[src/hw/rtl/i2cw_pkg.sv]
// shared types and constants for the i2c write waveform generator
// no dependencies
package i2cw_pkg;

    localparam int ADDR_BITS = 7;
    localparam int DATA_BITS = 8;

    // slot numbering: address, write and ack slots first, then data bits, then data ack
    localparam int HDR_SLOTS = ADDR_BITS + 2;
    localparam int SLOT_W    = 5;
    localparam logic [SLOT_W-1:0] FIRST_HDR_SLOT  = SLOT_W'(0);
    localparam logic [SLOT_W-1:0] FIRST_DATA_SLOT = SLOT_W'(HDR_SLOTS);
    localparam logic [SLOT_W-1:0] LAST_DATA_SLOT  = SLOT_W'(HDR_SLOTS + DATA_BITS - 1);
    localparam logic [SLOT_W-1:0] ACK_SLOT        = SLOT_W'(HDR_SLOTS + DATA_BITS);

    // samples per slot: low, high, low
    localparam logic [1:0] SUB_HIGH = 2'd1;
    localparam logic [1:0] SUB_LAST = 2'd2;

    localparam int FIFO_DEPTH = 2;
    localparam int FIFO_AW    = 1;
    localparam int FIFO_CW    = 2;

    // one classified byte, data already in transmit order (first bit in msb)
    typedef struct packed {
        logic [DATA_BITS-1:0] data;
        logic                 header;
        logic                 stop;
    } cmd_t;

endpackage

[src/hw/rtl/i2cw_front.sv]
// front end: input handshake, bit order register, packet tracking
// depends on i2cw_pkg
module i2cw_front (
    input  logic                                aclk,
    input  logic                                aresetn,
    input  logic                                cfg_wr_en,
    input  logic                                cfg_wr_data,
    input  logic                                s_tvalid,
    output logic                                s_tready,
    input  logic [i2cw_pkg::DATA_BITS-1:0]      s_tdata,
    input  logic                                s_tlast,
    input  logic                                q_full,
    output logic                                q_push,
    output i2cw_pkg::cmd_t                      q_cmd
);

    logic lsb_first_reg;
    logic in_packet_reg;
    logic in_packet_next;
    logic [i2cw_pkg::DATA_BITS-1:0] rev;

    assign s_tready = !q_full;
    assign q_push   = s_tvalid && !q_full;

    always_comb begin
        for (int i = 0; i < i2cw_pkg::DATA_BITS; i++) begin
            rev[i] = s_tdata[i2cw_pkg::DATA_BITS-1-i];
        end
    end

    always_comb begin
        q_cmd.data   = lsb_first_reg ? rev : s_tdata;
        q_cmd.header = !in_packet_reg;
        q_cmd.stop   = s_tlast;
    end

    always_comb begin
        in_packet_next = in_packet_reg;
        if (q_push) begin
            in_packet_next = !s_tlast;
        end
    end

    always_ff @(posedge aclk) begin
        if (!aresetn) begin
            lsb_first_reg <= 1'b0;
            in_packet_reg <= 1'b0;
        end else begin
            if (cfg_wr_en) begin
                lsb_first_reg <= cfg_wr_data;
            end
            in_packet_reg <= in_packet_next;
        end
    end

endmodule

[src/hw/rtl/i2cw_cmd_fifo.sv]
// short command queue between front and back
// depends on i2cw_pkg
module i2cw_cmd_fifo (
    input  logic           aclk,
    input  logic           aresetn,
    input  logic           push,
    input  i2cw_pkg::cmd_t push_cmd,
    input  logic           pop,
    output i2cw_pkg::cmd_t head,
    output logic           full,
    output logic           empty
);

    i2cw_pkg::cmd_t mem [i2cw_pkg::FIFO_DEPTH];
    logic [i2cw_pkg::FIFO_AW-1:0] wr_ptr_reg;
    logic [i2cw_pkg::FIFO_AW-1:0] rd_ptr_reg;
    logic [i2cw_pkg::FIFO_CW-1:0] count_reg;
    logic do_push;
    logic do_pop;

    assign full    = (count_reg == i2cw_pkg::FIFO_CW'(i2cw_pkg::FIFO_DEPTH));
    assign empty   = (count_reg == '0);
    assign do_push = push && !full;
    assign do_pop  = pop && !empty;
    assign head    = mem[rd_ptr_reg];

    always_ff @(posedge aclk) begin
        if (do_push) begin
            mem[wr_ptr_reg] <= push_cmd;
        end
    end

    always_ff @(posedge aclk) begin
        if (!aresetn) begin
            wr_ptr_reg <= '0;
            rd_ptr_reg <= '0;
            count_reg  <= '0;
        end else begin
            if (do_push) begin
                wr_ptr_reg <= wr_ptr_reg + 1'b1;
            end
            if (do_pop) begin
                rd_ptr_reg <= rd_ptr_reg + 1'b1;
            end
            if (do_push && !do_pop) begin
                count_reg <= count_reg + 1'b1;
            end else if (do_pop && !do_push) begin
                count_reg <= count_reg - 1'b1;
            end
        end
    end

endmodule

[src/hw/rtl/i2cw_back.sv]
// back end: expands queued commands into line samples, one per cycle while m_ is not stalled
// depends on i2cw_pkg
module i2cw_back (
    input  logic           aclk,
    input  logic           aresetn,
    input  i2cw_pkg::cmd_t head,
    input  logic           q_empty,
    output logic           q_pop,
    output logic           m_tvalid,
    input  logic           m_tready,
    output logic [7:0]     m_tdata,
    output logic           m_tlast
);

    localparam logic [1:0] PH_START = 2'd0;
    localparam logic [1:0] PH_SLOT  = 2'd1;
    localparam logic [1:0] PH_STOP  = 2'd2;

    logic                               busy_reg,  busy_next;
    logic [1:0]                         phase_reg, phase_next;
    logic [i2cw_pkg::SLOT_W-1:0]        slot_reg,  slot_next;
    logic [1:0]                         sub_reg,   sub_next;
    logic                               idx_reg,   idx_next;
    logic [i2cw_pkg::DATA_BITS-1:0]     sh_reg,    sh_next;
    logic                               stop_reg,  stop_next;

    logic                               out_valid_reg;
    logic                               scl_reg, sda_reg, last_reg;

    // current working state, fresh from the queue head when not busy
    logic [1:0]                         phase;
    logic [i2cw_pkg::SLOT_W-1:0]        slot;
    logic [1:0]                         sub;
    logic                               idx;
    logic [i2cw_pkg::DATA_BITS-1:0]     sh;
    logic                               stop;

    logic active, step;
    logic scl, sda, done;

    assign active = busy_reg || !q_empty;
    assign step   = active && (!out_valid_reg || m_tready);
    assign q_pop  = step && !busy_reg;

    always_comb begin
        if (busy_reg) begin
            phase = phase_reg;
            slot  = slot_reg;
            sub   = sub_reg;
            idx   = idx_reg;
            sh    = sh_reg;
            stop  = stop_reg;
        end else begin
            phase = head.header ? PH_START : PH_SLOT;
            slot  = head.header ? i2cw_pkg::FIRST_HDR_SLOT : i2cw_pkg::FIRST_DATA_SLOT;
            sub   = '0;
            idx   = 1'b0;
            sh    = head.data;
            stop  = head.stop;
        end
    end

    always_comb begin
        scl        = 1'b0;
        sda        = 1'b0;
        done       = 1'b0;
        phase_next = phase;
        slot_next  = slot;
        sub_next   = sub;
        idx_next   = idx;
        sh_next    = sh;
        stop_next  = stop;
        case (phase)
            PH_START: begin
                scl      = 1'b1;
                sda      = !idx;
                idx_next = !idx;
                if (idx) begin
                    phase_next = PH_SLOT;
                    sub_next   = '0;
                end
            end
            PH_SLOT: begin
                scl = (sub == i2cw_pkg::SUB_HIGH);
                sda = (slot >= i2cw_pkg::FIRST_DATA_SLOT) &&
                      (slot <= i2cw_pkg::LAST_DATA_SLOT) && sh[i2cw_pkg::DATA_BITS-1];
                if (sub != i2cw_pkg::SUB_LAST) begin
                    sub_next = sub + 2'd1;
                end else if (slot == i2cw_pkg::ACK_SLOT) begin
                    if (stop) begin
                        phase_next = PH_STOP;
                        idx_next   = 1'b0;
                    end else begin
                        done = 1'b1;
                    end
                end else begin
                    sub_next  = '0;
                    slot_next = slot + 1'b1;
                    if (slot >= i2cw_pkg::FIRST_DATA_SLOT) begin
                        sh_next = {sh[i2cw_pkg::DATA_BITS-2:0], 1'b0};
                    end
                end
            end
            PH_STOP: begin
                scl      = 1'b1;
                sda      = idx;
                idx_next = !idx;
                done     = idx;
            end
            default: begin
                done = 1'b1;
            end
        endcase
    end

    always_comb begin
        busy_next = busy_reg;
        if (step) begin
            busy_next = !done;
        end
    end

    always_ff @(posedge aclk) begin
        if (step) begin
            phase_reg <= phase_next;
            slot_reg  <= slot_next;
            sub_reg   <= sub_next;
            idx_reg   <= idx_next;
            sh_reg    <= sh_next;
            stop_reg  <= stop_next;
            scl_reg   <= scl;
            sda_reg   <= sda;
            last_reg  <= done;
        end
    end

    always_ff @(posedge aclk) begin
        if (!aresetn) begin
            busy_reg      <= 1'b0;
            out_valid_reg <= 1'b0;
        end else begin
            busy_reg <= busy_next;
            if (step) begin
                out_valid_reg <= 1'b1;
            end else if (m_tready) begin
                out_valid_reg <= 1'b0;
            end
        end
    end

    assign m_tvalid = out_valid_reg;
    assign m_tdata  = {6'b0, sda_reg, scl_reg};
    assign m_tlast  = last_reg;

endmodule

[src/hw/rtl/i2c_write_waveform_generator_core.sv]
// top level of the i2c write waveform generator
// depends on i2cw_pkg, i2cw_front, i2cw_cmd_fifo, i2cw_back
//
//  channel   direction  tdata                        tuser  tlast
//  s_        in         [7:0] data_byte              -      last_byte
//  m_        out        [0] scl, [1] sda, rest zero  -      last_sample
//  cfg_      in         wr_data = lsb_first          -      -
//
// one line sample leaves per cycle while m_ is not stalled: 27 samples per byte, 29 more when a packet
// starts and 2 more for the stop; the back end sequencer produces them.
// the front end takes a new byte whenever the two-entry queue has room.
// reset is synchronous and active low; it empties the queue and returns to idle.
// a stall on m_ holds the output register and the sequencer; s_ keeps filling the queue.
module i2c_write_waveform_generator_core (
    input  logic       aclk,
    input  logic       aresetn,
    input  logic       cfg_wr_en,
    input  logic       cfg_wr_data,
    input  logic       s_tvalid,
    output logic       s_tready,
    input  logic [7:0] s_tdata,   // [7:0] data_byte
    input  logic       s_tlast,
    output logic       m_tvalid,
    input  logic       m_tready,
    output logic [7:0] m_tdata,   // [0] scl, [1] sda, [7:2] zero
    output logic       m_tlast
);

    i2cw_pkg::cmd_t push_cmd;
    i2cw_pkg::cmd_t head;
    logic push, pop, full, empty;

    i2cw_front u_front (
        .aclk        (aclk),
        .aresetn     (aresetn),
        .cfg_wr_en   (cfg_wr_en),
        .cfg_wr_data (cfg_wr_data),
        .s_tvalid    (s_tvalid),
        .s_tready    (s_tready),
        .s_tdata     (s_tdata),
        .s_tlast     (s_tlast),
        .q_full      (full),
        .q_push      (push),
        .q_cmd       (push_cmd)
    );

    i2cw_cmd_fifo u_fifo (
        .aclk     (aclk),
        .aresetn  (aresetn),
        .push     (push),
        .push_cmd (push_cmd),
        .pop      (pop),
        .head     (head),
        .full     (full),
        .empty    (empty)
    );

    i2cw_back u_back (
        .aclk     (aclk),
        .aresetn  (aresetn),
        .head     (head),
        .q_empty  (empty),
        .q_pop    (pop),
        .m_tvalid (m_tvalid),
        .m_tready (m_tready),
        .m_tdata  (m_tdata),
        .m_tlast  (m_tlast)
    );

endmodule

[config.mk]
export PLATFORM = sky130hd
export DESIGN_NAME = i2c_write_waveform_generator_core
export DESIGN_NICKNAME = d
export VERILOG_FILES = /design/src/hw/rtl/i2cw_pkg.sv /design/src/hw/rtl/i2cw_front.sv /design/src/hw/rtl/i2cw_cmd_fifo.sv /design/src/hw/rtl/i2cw_back.sv /design/src/hw/rtl/i2c_write_waveform_generator_core.sv
export SDC_FILE = /design/constraint.sdc
export NUM_CORES = 1
export LEC_CHECK = 0
export BUFFER_PORTS_ARGS = -buffer_cell sky130_fd_sc_hd__clkbuf_2
export CAP_MARGIN = 20
export CORE_UTILIZATION = 35
export CTS_BUF_LIST = sky130_fd_sc_hd__clkbuf_4
export DETAILED_ROUTE_END_ITERATION = 8
export PLACE_DENSITY_LB_ADDON = 0.12
export RECOVER_POWER = 50
export SETUP_SLACK_MARGIN = 0.1
export SLEW_MARGIN = 0
export SYNTH_ARGS = -nofsm -noshare
export SYNTH_HDL_FRONTEND = slang
export SYNTH_SLANG_ARGS = --single-unit
[constraint.sdc]
create_clock -name aclk -period 4.2 [get_ports aclk]
set_input_delay 0 -clock aclk [delete_from_list [all_inputs] [get_ports aclk]]
set_output_delay 0 -clock aclk [all_outputs]
set_load 0.01 [all_outputs]
# ---- Yosys cells after proc, flatten, opt, wreduce, memory -nomap -nowiden
# Memories as Yosys holds them, arrays and structs flattened. A register that Yosys moved wholly into a read port is not among the register bits.
# Index checks and enable logic that the tools add are counted.
dict set report word_totals {
  ff_bits 30
  ramBits 20
  output_inout_bits 11
  elab_cells 100
  memories 1
}
# name words word_bits rd rd_ports_with_merged_regs write_ports line
set memory_table {}
lappend memory_table {u_fifo.mem 2 10 1 1 1 i2cw_cmd_fifo.sv:14} ;# i2cw_pkg::cmd_t mem [i2cw_pkg::FIFO_DEPTH];
dict set report op_classes {
  addsub 6
  n_lt_le_gt_ge 2
  eq_ne 6
  mux 43
  n_reduce_logical 26
}
# cell n
set ops {}
lappend ops {{8-bit 2-to-1 mux} 6}
lappend ops {{2-bit 2-to-1 mux} 11}
lappend ops {{5-bit 2-to-1 mux} 4}
lappend ops {{1-bit 2-to-1 mux} 15}
lappend ops {{1-bit logical NOT} 10}
lappend ops {{1-bit logical AND} 9}
lappend ops {{2-bit case mux with 2 select lines} 2}
lappend ops {{1-bit case mux with 3 select lines} 2}
lappend ops {{5-bit by 1-bit adder with 5-bit output, second input constant} 1}
lappend ops {{5-bit == test, second input constant} 1}
lappend ops {{5-bit by 4-bit >= comparator with 1-bit output, second input constant} 1}
lappend ops {{5-bit <= comparator, second input constant} 1}
lappend ops {{2-bit by 1-bit adder with 2-bit output, second input constant} 2}
lappend ops {{2-bit by 1-bit == test with 1-bit output, second input constant} 2}
lappend ops {{2-bit == test, second input constant} 2}
lappend ops {{2-bit logical NOT} 2}
lappend ops {{4-bit 2-to-1 mux} 1}
lappend ops {{1-bit case mux with 2 select lines} 2}
lappend ops {{2-bit nonzero test} 2}
lappend ops {{1-bit adder, second input constant} 2}
lappend ops {{1-bit logical OR} 2}
lappend ops {{2-bit inequality test, second input constant} 1}
lappend ops {{2-bit OR reduction} 1}
lappend ops {{2-bit by 1-bit subtractor with 2-bit output, second input constant} 1}

# ---- Logic depth before layout (Yosys ltp)
# Gate-level depths: netlist of run 1.
dict set report logic_depth {
  depth_word 9
  mapped_depth 10
  depth_no_buf 9
}

# ---- By module
# A second synthesis of run 1 with hierarchy kept.
dict set report hier_totals {
  hier_cells 219
  area_unflattened_um2 2728.9
}
# mod n_inst cells_per_inst area_each_um2 seq_area_each_um2
set by_module_without_submodules {}
lappend by_module_without_submodules {i2cw_back 1 143 1556.5 700.7}
lappend by_module_without_submodules {i2cw_cmd_fifo 1 57 945.9 700.7}
lappend by_module_without_submodules {i2cw_front 1 19 226.5 40.0}

# ---- Worst setup path after synthesis of run 1
# Ideal clock, no wire load.
dict set report synth_path {
  path_type {reg-to-reg}
  from {register u_back.busy_reg}
  to {register u_back.sh_reg[1] in the netlist's numbering, data pin}
  setup_time_ns 0.263
  arrival_ns 2.023
  slack_ns 1.914
  stages_incl_launch_ff 10
  synth_period_minus_slack_ns 2.286
  cell_sequence {dfxtp_1 -> buf_6 -> clkbuf_1 -> clkbuf_1 -> nand2_1 -> ha_1 -> a211o_1 -> o21bai_1 -> buf_6 -> mux2i_1}
}
dict set report synth_via {
  elab_chain_cells 6
}
# item line
set synth_lines {}
lappend synth_lines {{start, declared} i2cw_back.sv:19} ;# logic busy_reg, busy_next;
lappend synth_lines {{start signal, assigned} i2cw_back.sv:142} ;# busy_reg <= busy_next;
lappend synth_lines {{5-bit 2-to-1 mux} i2cw_back.sv:46} ;# if (busy_reg) begin
lappend synth_lines {{5-bit by 4-bit >= comparator with 1-bit output} i2cw_back.sv:99} ;# if (slot >= i2cw_pkg::FIRST_DATA_SLOT) begin
lappend synth_lines {{8-bit 2-to-1 mux} i2cw_back.sv:99}
lappend synth_lines {{8-bit 2-to-1 mux} i2cw_back.sv:89} ;# end else if (slot == i2cw_pkg::ACK_SLOT) begin
lappend synth_lines {{8-bit 2-to-1 mux} i2cw_back.sv:87} ;# if (sub != i2cw_pkg::SUB_LAST) begin
lappend synth_lines {{8-bit 2-to-1 mux (*)} i2cw_back.sv:73} ;# case (phase)
lappend synth_lines {{via u_back.sh_next (one bit)} i2cw_back.sv:24} ;# logic [i2cw_pkg::DATA_BITS-1:0] sh_reg, sh_next;
lappend synth_lines {{end signal, assigned} i2cw_back.sv:129} ;# sh_reg <= sh_next;
lappend synth_lines {{end, declared} i2cw_back.sv:24}
# Mark *: on every way through the listed nets, which the timed path passes. The rest lies on a longest branch.
# A chain may end at the register's enable or synchronous reset.

# ---- Final worst setup path of run 1
dict set report layout_path {
  from {register u_back.busy_reg}
  to {register u_back.sh_reg[4] in the netlist's numbering, data pin}
}
# The elaborated chain is that of the path after synthesis.

==> results_dict.tcl, run 1 <==
set metrics [dict create \
    critPathKind "flip-flop to flip-flop" \
    final_design_area_no_fill_um2 2950 \
    detailroute.via_count 1618 \
    cts_setup_buffers 0 \
    grt_pass1_vias 1505 \
    r2r_slack_ps 1100 \
    first_iter_violations 67 \
    grt.total_usage_pct 12.6 \
    r2r.worst_path.cells 8 \
    synth_top_cells_by_count "42 x sky130_fd_sc_hd__edfxtp_1, 18 x sky130_fd_sc_hd__mux2i_1, 14 x sky130_fd_sc_hd__nor2_1, 12 x sky130_fd_sc_hd__nand2_1, 11 x sky130_fd_sc_hd__a21oi_1" \
    synth_flop_cell "sky130_fd_sc_hd__edfxtp_1" \
    clk_latency_ps 370 \
    timing.critical_path.from_type "flip-flop" \
    globalplace.congestion 0.823 \
    post_synthesis_instance_area_um2 2550 \
    detail_route.drc_violations 0 \
    area_growth_syn_to_layout_pct 15.7 \
    critical_path.endpoint "u_back.sh_reg[4]" \
    clkSlewWorstSetupHoldPaths_ps 150 \
    post_synthesis_cell_count 214 \
    maxSlewHeadroom_pct 34.5 \
    htreeDepth 2 \
    layout-drive-gt1-share_pct 12.6 \
    routedWlPerCell_um 12.9 \
    synth_async_sr_flop_share_pct 0 \
    placement_rows 30 \
    fin_crit_ps 3100 \
    top_level_ports 26 \
    route.final.wire_length_um 4440 \
    status "finished clean" \
    leakage_nw 1.15 \
    cp_slowest_cell "sky130_fd_sc_hd__dfxtp_1" \
    area_of_the_core_um2 6910 \
    post-synth-top-count-cell "sky130_fd_sc_hd__edfxtp_1" \
    floorplan.die.width_um 87.3 \
    worst_pin_slew_ps 980 \
    worst_path_maximum_fanout 25 \
    worstHoldPathType "input port to flip-flop" \
    worst-endpoint-required_ps 4420 \
    synth-edff-count 42 \
    grt_setup_unrepaired "no" \
    power.ir.vdd_worst_mv 0.280 \
    max-clock-path-buffers 2 \
    timing.fmax_mhz 322 \
    dieArea_um2 7620 \
    cp.arrival_ps 3320 \
    clock_skew_after_layout_ps 10.1 \
    worst_setup_path_end_kind "flip-flop" \
    synthSimpleGateAreaFrac_pct 12.6 \
    yosys-top-cells-area "sky130_fd_sc_hd__edfxtp_1 50%, sky130_fd_sc_hd__dfxtp_1 7.1%, sky130_fd_sc_hd__mux2i_1 7.1%" \
    synth.yosys.seq_area_share_pct 56.6 \
    synth-adder-area-share_pct 1.97 \
    nFillCells 704 \
    tritoncts.num_buffers 5 \
    cp-startpoint "u_back.busy_reg" \
    globalRouteOverflowTotal 0 \
    synth_compound_gate_area_share_pct 9.68 \
    placement.io_buffers 19 \
    final_min_period_over_clock_period_pct 73.9 \
    setup_tns_ps 0 \
    clock_tree.root_cell "sky130_fd_sc_hd__clkbuf_4" \
    num-nets-final 265 \
    ant_nets 0 \
    final_setup_vio_count 0 \
    yosysTopAreaCell "sky130_fd_sc_hd__edfxtp_1" \
    synth_top_cell_area_share_pct 49.5 \
    largest_register_ff_count 20 \
    antenna_found_initial 0 \
    grt_start_max_net_pins 26 \
    clock_tree_from_tritoncts "done" \
    number_of_endpoints_with_negative_hold_slack_in_the_final_report 0 \
    synth.lib_cells_used.distinct 44 \
    pre_repair_dr_iteration_count 4 \
    dpl.hpwl_um 2920 \
    yosys_register_bits 51 \
    main_combinational_cell_family_by_area_after_synthesis "simple AND/OR/NAND/NOR gates" \
    critical_path.reg2reg.startpoint "u_back.busy_reg" \
    viasPerCell 4.72 \
    worstReg2RegEnd "u_back.sh_reg[4]" \
    synthesis.area_per_instance_um2 11.9 \
    initial_core_util_pct 36.9 \
    synthesized_area_fraction_occupied_by_xor_and_xnor_cells_pct 2.41 \
    power.density_cell_area_nw_per_um2 652 \
    place_area_um2 2680 \
    seq_area_um2 1440 \
    synth.yosys.warnings 0 \
    die_h_um 87.3 \
    antenna_cells 0 \
    clkSinkCount 51 \
    final_max_slew_viol_count 0 \
    grt_first_pass_wirelength_um 7190 \
    multi_input_area_um2 971 \
    crit_path_cell_trace "clkbuf_1 > nand2_1 > ha_1 > nor4_1 > o21ai_0 > o21bai_1 > buf_4 > mux2i_1" \
    maxCapViolCount 0 \
    synth_mux_area_share_pct 10.6 \
    critical-path-max-stage-delay_ps 840 \
]
[kinds of logic after synthesis]
kind of cell	Yosys count
XOR/XNOR	7
other	1
adder cells (fa/ha/maj)	4
buffers and inverters	26
flip-flops	51
AND/OR/NAND/NOR	61
AO/OA/AOI/OAI	38
multiplexers	26
[routing by layer]
layer  track usage (%)  up-vias  wire (um)
li1                  -      823          -
met1              17.0      754       2220
met2              19.3       35       2000
met3              3.13        6        141
met4              5.37        0         76
met5                 0        -          0
[cell type report]
type / count / share of cell area [%]
multi-input combinational: 142 / 33.0
tap: 96 / 4.08
timing repair buffer: 40 / 9.72
inverter: 6 / 0.764
sequential: 51 / 48.9
clock buffer: 6 / 1.53
clock inverter: 2 / 2.04
[worst min path at each step]
stage / startpoint / to / cells past startpoint
6_report: s_tvalid / u_front.in_packet_reg / 3
5_1_grt: s_tvalid / u_front.in_packet_reg / 3
4_1_cts: s_tvalid / u_front.in_packet_reg / 3
3_5_place_dp: s_tlast / u_fifo.mem[0][0] / 1
3_3_place_gp: s_tlast / u_fifo.mem[1][0] / 1
2_1_floorplan: s_tlast / u_fifo.mem[0][0] / 0
[metrics by stage]
step | worst slack [ps] | power [mW] | utilization (%) | hold slack [ps] | std cells
6_report | 1100 | 1.92 | 42.7 | 157 | 343
5_1_grt | 702 | 2.06 | 42.7 | 166 | 343
4_1_cts | 1390 | 1.95 | 42.9 | 84.9 | 343
3_5_place_dp | 1420 | 1.59 | 38.7 | 214 | 317
3_3_place_gp | 1500 | 1.59 | 38.7 | 217 | 317
2_1_floorplan | 1910 | 1.44 | - | 98.9 | 219
[power breakdown]
part | total (mW) | internal [mW] | switching, mW
clock | 0.347 | 0.192 | 0.155
sequential | 0.959 | 0.804 | 0.154
combinational | 0.614 | 0.257 | 0.358
[cell usage in the layout, fill, tap and decap left out, types with 7 or more instances in the layout]
cell	Yosys	final
sky130_fd_sc_hd__nand2_1	12	12
sky130_fd_sc_hd__nor2_1	14	14
sky130_fd_sc_hd__clkbuf_2	0	13
sky130_fd_sc_hd__dlygate4sd3_1	0	18
sky130_fd_sc_hd__mux2i_1	18	18
sky130_fd_sc_hd__dfxtp_1	9	9
sky130_fd_sc_hd__o21ai_0	9	9
sky130_fd_sc_hd__mux2_2	8	7
sky130_fd_sc_hd__clkbuf_1	7	7
sky130_fd_sc_hd__edfxtp_1	42	42
sky130_fd_sc_hd__a21oi_1	11	11
[repair_timing]
item	CTS	global route
endpoints found under the setup margin	0	0
hold buffers	18	0
resized for setup	0	0
endpoints found under the hold margin	27	0
[worst max-delay path: cells and delay by family, from the launching register on]
kind                     cells  cell delay (ps)
buffers and inverters        2              860
flip-flops                   1              840
AND/OR/NAND/NOR              2              490
AO/OA/AOI/OAI                2              290
adder cells (fa/ha/maj)      1              270
multiplexers                 1              210
(Power assumes the default switching activity.)
==> inputs of run 2 (changes only) <==
clock period = 2.75 ns   (was 4.2 ns; I/O delays follow)
==> run 2 against run 1 <==
Non-clock buffer count rose by 4. Global-route usage rose by 0.45 points. Final cell count rose by 1.2%. Utilization rose by 0.072 points. First-iteration DRC count fell by 4.5%. Highest routed layer unchanged. Clock skew fell by 5.5 ps. Critical path type unchanged. Via count barely moved. Fmax rose by 39%. Largest cell class unchanged. Hold slack improved by 18 ps.
==> results_dict.tcl, run 2 (synthesis gave the netlist of run 1 again) <==
set metrics [dict create \
    status "finished clean" \
    layout-drive-gt1-share_pct 13.5 \
    fin_crit_ps 2230 \
    hold_path_end "u_front.in_packet_reg" \
    final_core_utilization_pct 42.7 \
    critical_path.reg2reg.startpoint "u_fifo.mem[0][1]" \
    most_frequent_standard_cell_in_the_layout_excluding_fill_and_tap_cells "sky130_fd_sc_hd__edfxtp_1" \
    first_iter_violations 64 \
    worstHoldPathType "input port to flip-flop" \
    post_layout_power_mw 2.85 \
    timing.critical_path.from_type "flip-flop" \
    die_h_um 87.3 \
    most-common-layout-cells "42 x sky130_fd_sc_hd__edfxtp_1, 18 x sky130_fd_sc_hd__mux2i_1, 18 x sky130_fd_sc_hd__dlygate4sd3_1" \
    floorplan.die.width_um 87.3 \
    area_of_the_core_um2 6910 \
    dieArea_um2 7620 \
    final_max_slew_viol_count 0 \
    route.final.wire_length_um 4390 \
    grt_start_max_net_pins 24 \
    timing.fmax_mhz 449 \
    maxSlewHeadroom_pct 58.5 \
    largest_register_ff_count 20 \
    dpl.hpwl_um 2860 \
    final_cell_count_no_fill 347 \
    cp.arrival_ps 2450 \
    final_design_area_no_fill_um2 2950 \
    placement.io_buffers 19 \
    worst_setup_path_end_kind "flip-flop" \
    final_min_period_over_clock_period_pct 81.0 \
    viasPerCell 4.66 \
    grt.total_usage_pct 13.1 \
    final_setup_vio_count 0 \
    ant_nets 0 \
    hold_path_startpoint "s_tvalid" \
    num-nets-final 269 \
    leakage_nw 1.16 \
    setup_tns_ps 0 \
    placement_rows 30 \
    clk_latency_ps 360 \
    power.ir.vdd_worst_mv 0.334 \
    clkSlewWorstSetupHoldPaths_ps 150 \
    antenna_cells 0 \
    worst-endpoint-required_ps 2970 \
    tritoncts.num_buffers 5 \
    worst_path_maximum_fanout 8 \
    highest-signal-layer "met4" \
    clkSinkCount 51 \
    met3_length_um 89 \
    fin_ws_ps 521 \
    top_level_ports 26 \
    globalplace.congestion 0.797 \
    initial_core_util_pct 36.9 \
    critPathKind "flip-flop to flip-flop" \
    routedWlPerCell_um 12.6 \
    r2r_slack_ps 520 \
    globalRouteOverflowTotal 0 \
    power.density_cell_area_nw_per_um2 967 \
    detailroute.via_count 1617 \
    wl_met1_um 2290 \
    htreeDepth 2 \
    clock_tree.root_cell "sky130_fd_sc_hd__clkbuf_4" \
    max-clock-path-buffers 2 \
    grt_first_pass_wirelength_um 7730 \
    fin_worst_hold_slack_ps 176 \
    clock_tree_from_tritoncts "done" \
    grt_pass1_vias 1638 \
    place_area_um2 2710 \
    worst_pin_slew_ps 623 \
    clock_skew_after_layout_ps 4.64 \
    maxCapViolCount 0 \
    number_of_endpoints_with_negative_hold_slack_in_the_final_report 0 \
    pre_repair_dr_iteration_count 4 \
    r2r.worst_path.cells 9 \
    numPlacedInstances 321 \
    detail_route.drc_violations 0 \
    grt_setup_unrepaired "no" \
    met2_length_um 1970 \
    dp_slack_ps 469 \
    area_growth_syn_to_layout_pct 15.9 \
    number_of_stages_on_the_worst_hold_path 3 \
    antenna_found_initial 0 \
    worstReg2RegEnd "u_back.sh_reg[1]" \
]
[run 2: timing repair]
action                                 in CTS  in global routing
endpoints found under the hold margin      27                  0
setup endpoints to repair                   0                  2
hold buffers                               18                  0
resized for setup                           0                  1
buffers inserted                            0                  0
[run 2: critical path, cell delays in order, from the launching register on]
cell and delay [ps]:
sky130_fd_sc_hd__edfxtp_1 380, sky130_fd_sc_hd__nor2b_1 150, sky130_fd_sc_hd__a211oi_1 410, sky130_fd_sc_hd__a21oi_2 100, sky130_fd_sc_hd__inv_1 100, sky130_fd_sc_hd__ha_1 190
sky130_fd_sc_hd__a211o_1 220, sky130_fd_sc_hd__o21bai_1 130, sky130_fd_sc_hd__buf_4 200, sky130_fd_sc_hd__mux2i_1 200
[run 2: layout make-up]
| type | instances | area, um2 |
|---|---|---|
| Clock inverter | 3 | 38.8 |
| Inverter | 6 | 22.5 |
| Fill cell | 674 | 3960 |
| Multi-Input combinational cell | 142 | 977 |
| Sequential cell | 51 | 1440 |
| Tap cell | 96 | 120 |
| Clock buffer | 5 | 37.5 |
| Timing Repair Buffer | 44 | 314 |
[run 2: how the worst max path moves through the flow]
stage | from | end | cells after the start
after global placement | flip-flop | u_back.sh_reg[3] | 10
after global routing | u_fifo.mem[0][1] | u_back.sh_reg[3] | 10
after CTS | flip-flop | u_back.sh_reg[4] | 10
after floorplan | u_back.busy_reg | u_back.sh_reg[1] | 9
final | u_fifo.mem[0][1] | u_back.sh_reg[1] | 9
after detailed placement | flip-flop | u_back.sh_reg[3] | 10
[run 2: metal layers]
layer	up-vias	global-route usage (%)
met4	0	4.92
met3	2	2.56
met5	-	0
met2	25	20.2
met1	756	18.0
li1	834	-
[run 2: power breakdown]
group          total (mW)  internal, mW  switching (mW)
clock network       0.426         0.188           0.238
logic                1.03         0.410           0.620
registers            1.40          1.23           0.167
==> inputs of run 3 (changes only) <==
ABC_AREA = 1   (was default)
clock period = 1.8 ns   (was 2.75 ns; I/O delays follow)
==> run 3 against run 2 <==
Count of clock-buffer cells in the layout did not move. Area after synthesis down 0.20%. Sequential power rose by 46%. Sequential share of layout area fell by 3.0 points. Power up 72%. First-iteration DRC count down 3.1%. Wire length is 9.6% higher. Fmax increased by 26%. Non-clock buffer count is 6 higher. Sequential cell count did not move. Worst setup slack lost 490 ps. Register-to-register slack lost 490 ps.
==> results_dict.tcl, run 3 <==
set metrics [dict create \
    post-synth-top-count-cell "sky130_fd_sc_hd__nand2_1" \
    number_of_endpoints_with_negative_hold_slack_in_the_final_report 0 \
    power.ir.vdd_worst_mv 0.474 \
    cp.arrival_ps 1900 \
    most-common-layout-cells "47 x sky130_fd_sc_hd__nand2_1, 42 x sky130_fd_sc_hd__edfxtp_1, 30 x sky130_fd_sc_hd__inv_1" \
    globalplace.congestion 0.780 \
    post_synthesis_instance_area_um2 2540 \
    routedWlPerCell_um 11.7 \
    htreeDepth 2 \
    worstReg2RegEnd "u_back.slot_reg[2]" \
    worstHoldPathType "input port to flip-flop" \
    clock_tree_from_tritoncts "done" \
    grt.total_usage_pct 13.5 \
    final_core_utilization_pct 45.7 \
    antenna_found_initial 0 \
    leakage_nw 1.32 \
    top_level_ports 26 \
    final_min_period_over_clock_period_pct 98.1 \
    first_iter_violations 62 \
    setup_tns_ps 0 \
    synth.lib_cells_used.distinct 32 \
    grt_setup_unrepaired "yes" \
    clock_skew_after_layout_ps 14.6 \
    tritoncts.num_buffers 5 \
    largest_register_ff_count 20 \
    timing.critical_path.from_type "flip-flop" \
    ant_nets 0 \
    hold_path_startpoint "s_tvalid" \
    worst_pin_slew_ps 599 \
    critical_path.reg2reg.startpoint "u_fifo.mem[1][1]" \
    power.density_cell_area_nw_per_um2 1550 \
    synth.yosys.warnings 0 \
    viasPerCell 4.49 \
    synth.yosys.seq_area_share_pct 56.7 \
    detailroute.via_count 1848 \
    grt_first_pass_wirelength_um 7880 \
    route.final.wire_length_um 4810 \
    pre_repair_dr_iteration_count 4 \
    initial_core_util_pct 36.8 \
    layout-drive-gt1-share_pct 26.3 \
    numPlacedInstances 385 \
    antenna_cells 0 \
    final_max_slew_viol_count 0 \
    num-nets-final 334 \
    status "finished clean" \
    grt_start_max_net_pins 25 \
    post_synthesis_cell_count 267 \
    synth_top_cells_by_count "56 x sky130_fd_sc_hd__nand2_1, 42 x sky130_fd_sc_hd__edfxtp_1, 34 x sky130_fd_sc_hd__inv_1, 27 x sky130_fd_sc_hd__a21oi_1, 23 x sky130_fd_sc_hd__nor2_1" \
    die_h_um 87.2 \
    floorplan.die.width_um 87.2 \
    final_setup_vio_count 0 \
    post_layout_power_mw 4.91 \
    worst_path_maximum_fanout 4 \
    grt_pass1_vias 1713 \
    yosysTopAreaCell "sky130_fd_sc_hd__edfxtp_1" \
    yosys-top-cells-area "sky130_fd_sc_hd__edfxtp_1 50%, sky130_fd_sc_hd__nand2_1 8.3%, sky130_fd_sc_hd__dfxtp_1 7.1%" \
    worst-endpoint-required_ps 1940 \
    placement.io_buffers 19 \
    maxSlewHeadroom_pct 60.1 \
    synth_async_sr_flop_share_pct 0 \
    area_growth_syn_to_layout_pct 24.3 \
    placement_rows 30 \
    clock_tree.root_cell "sky130_fd_sc_hd__clkbuf_4" \
    hold_path_end "u_front.in_packet_reg" \
    maxCapViolCount 0 \
    dieArea_um2 7610 \
    clkSlewWorstSetupHoldPaths_ps 160 \
    r2r_slack_ps 30 \
    yosys_register_bits 51 \
    synthesis.area_per_instance_um2 9.52 \
    fin_crit_ps 1770 \
    max-clock-path-buffers 2 \
    synth_top_cell_area_share_pct 49.6 \
    most_frequent_standard_cell_in_the_layout_excluding_fill_and_tap_cells "sky130_fd_sc_hd__nand2_1" \
    r2r.worst_path.cells 12 \
    clkSinkCount 51 \
    detail_route.drc_violations 0 \
    critPathKind "flip-flop to flip-flop" \
    dpl.hpwl_um 3290 \
    worst_setup_path_end_kind "flip-flop" \
    globalRouteOverflowTotal 0 \
    synth_flop_cell "sky130_fd_sc_hd__edfxtp_1" \
    timing.fmax_mhz 566 \
    clk_latency_ps 380 \
    final_cell_count_no_fill 412 \
    number_of_stages_on_the_worst_hold_path 4 \
    area_of_the_core_um2 6910 \
    synth-edff-count 42 \
    fin_worst_hold_slack_ps 50.7 \
]
-- run 3: critical path: stages (launching register included) --
cell and delay, ps:
sky130_fd_sc_hd__edfxtp_1 410, sky130_fd_sc_hd__inv_2 80, sky130_fd_sc_hd__nand2_4 50, sky130_fd_sc_hd__nand3_4 80, sky130_fd_sc_hd__o21ai_4 60, sky130_fd_sc_hd__inv_2 70, sky130_fd_sc_hd__ha_4 140, sky130_fd_sc_hd__inv_2 30
sky130_fd_sc_hd__nor2_2 100, sky130_fd_sc_hd__nand3_2 120, sky130_fd_sc_hd__nor2_4 190, sky130_fd_sc_hd__buf_4 140, sky130_fd_sc_hd__nor3_2 50
-- run 3: through the flow --
stage                     setup WS, ps  cell area (um2)
after detailed placement         0.857             2870
final                             33.8             3160
after floorplan                  -70.3             2650
after global placement            16.9             2870
after CTS                         29.0             3100
after global routing             -65.7             3160
-- run 3: power breakdown --
part / total [mW] / switching [mW] / internal, mW
logic: 2.29 / 1.41 / 0.886
clock network: 0.570 / 0.404 / 0.166
registers: 2.05 / 0.175 / 1.87
total: 4.91 / 1.99 / 2.92
-- run 3: how the worst max path moves through the flow --
stage,cells past startpoint,slack [ps],to,from
2_1_floorplan,9,-70,u_fifo.count_reg[1],u_back.busy_reg
3_3_place_gp,12,20,u_back.sh_reg[6],flip-flop
3_5_place_dp,12,0.9,u_back.sh_reg[6],flip-flop
4_1_cts,12,30,u_back.sh_reg[6],flip-flop
5_1_grt,13,-70,u_back.sh_reg[6],flip-flop
6_report,12,30,u_back.slot_reg[2],u_fifo.mem[1][1]
-- run 3: kinds of logic after synthesis --
logic type                 synth area share (%)
adders and majority gates                  1.97
other                                     0.148
DFF                                        56.7
buffers and inverters                      9.31
xor gates and xnor gates                   1.38
and+or+nand+nor                            18.9
AOI/OAI and AO/OA                          11.6
-- run 3: timing repair --
| action | 4_1_cts | 5_1_grt |
|---|---|---|
| gates resized for setup | 5 | 14 |
| pin swaps | 9 | 6 |
| hold endpoints to repair | 27 | 0 |
| hold buffers | 13 | 0 |
| setup buffers | 2 | 4 |
| setup endpoints to repair | 10 | 22 |
-- run 3: final cells by class --
cell class | count | area, um2
inverters | 37 | 146
well taps | 96 | 120
clock inverters | 3 | 26.3
flip-flops and latches | 51 | 1450
multi-input cells | 170 | 1010
repair buffers | 50 | 372
fillers | 687 | 3750
clock buffers | 5 | 37.5
-- run 3: routing by layer --
layer,share of wire (%),GRT usage (%)
met1,50,18.1
met2,46,22.1
met3,2.8,2.84
met4,1.1,4.02
met5,0,0
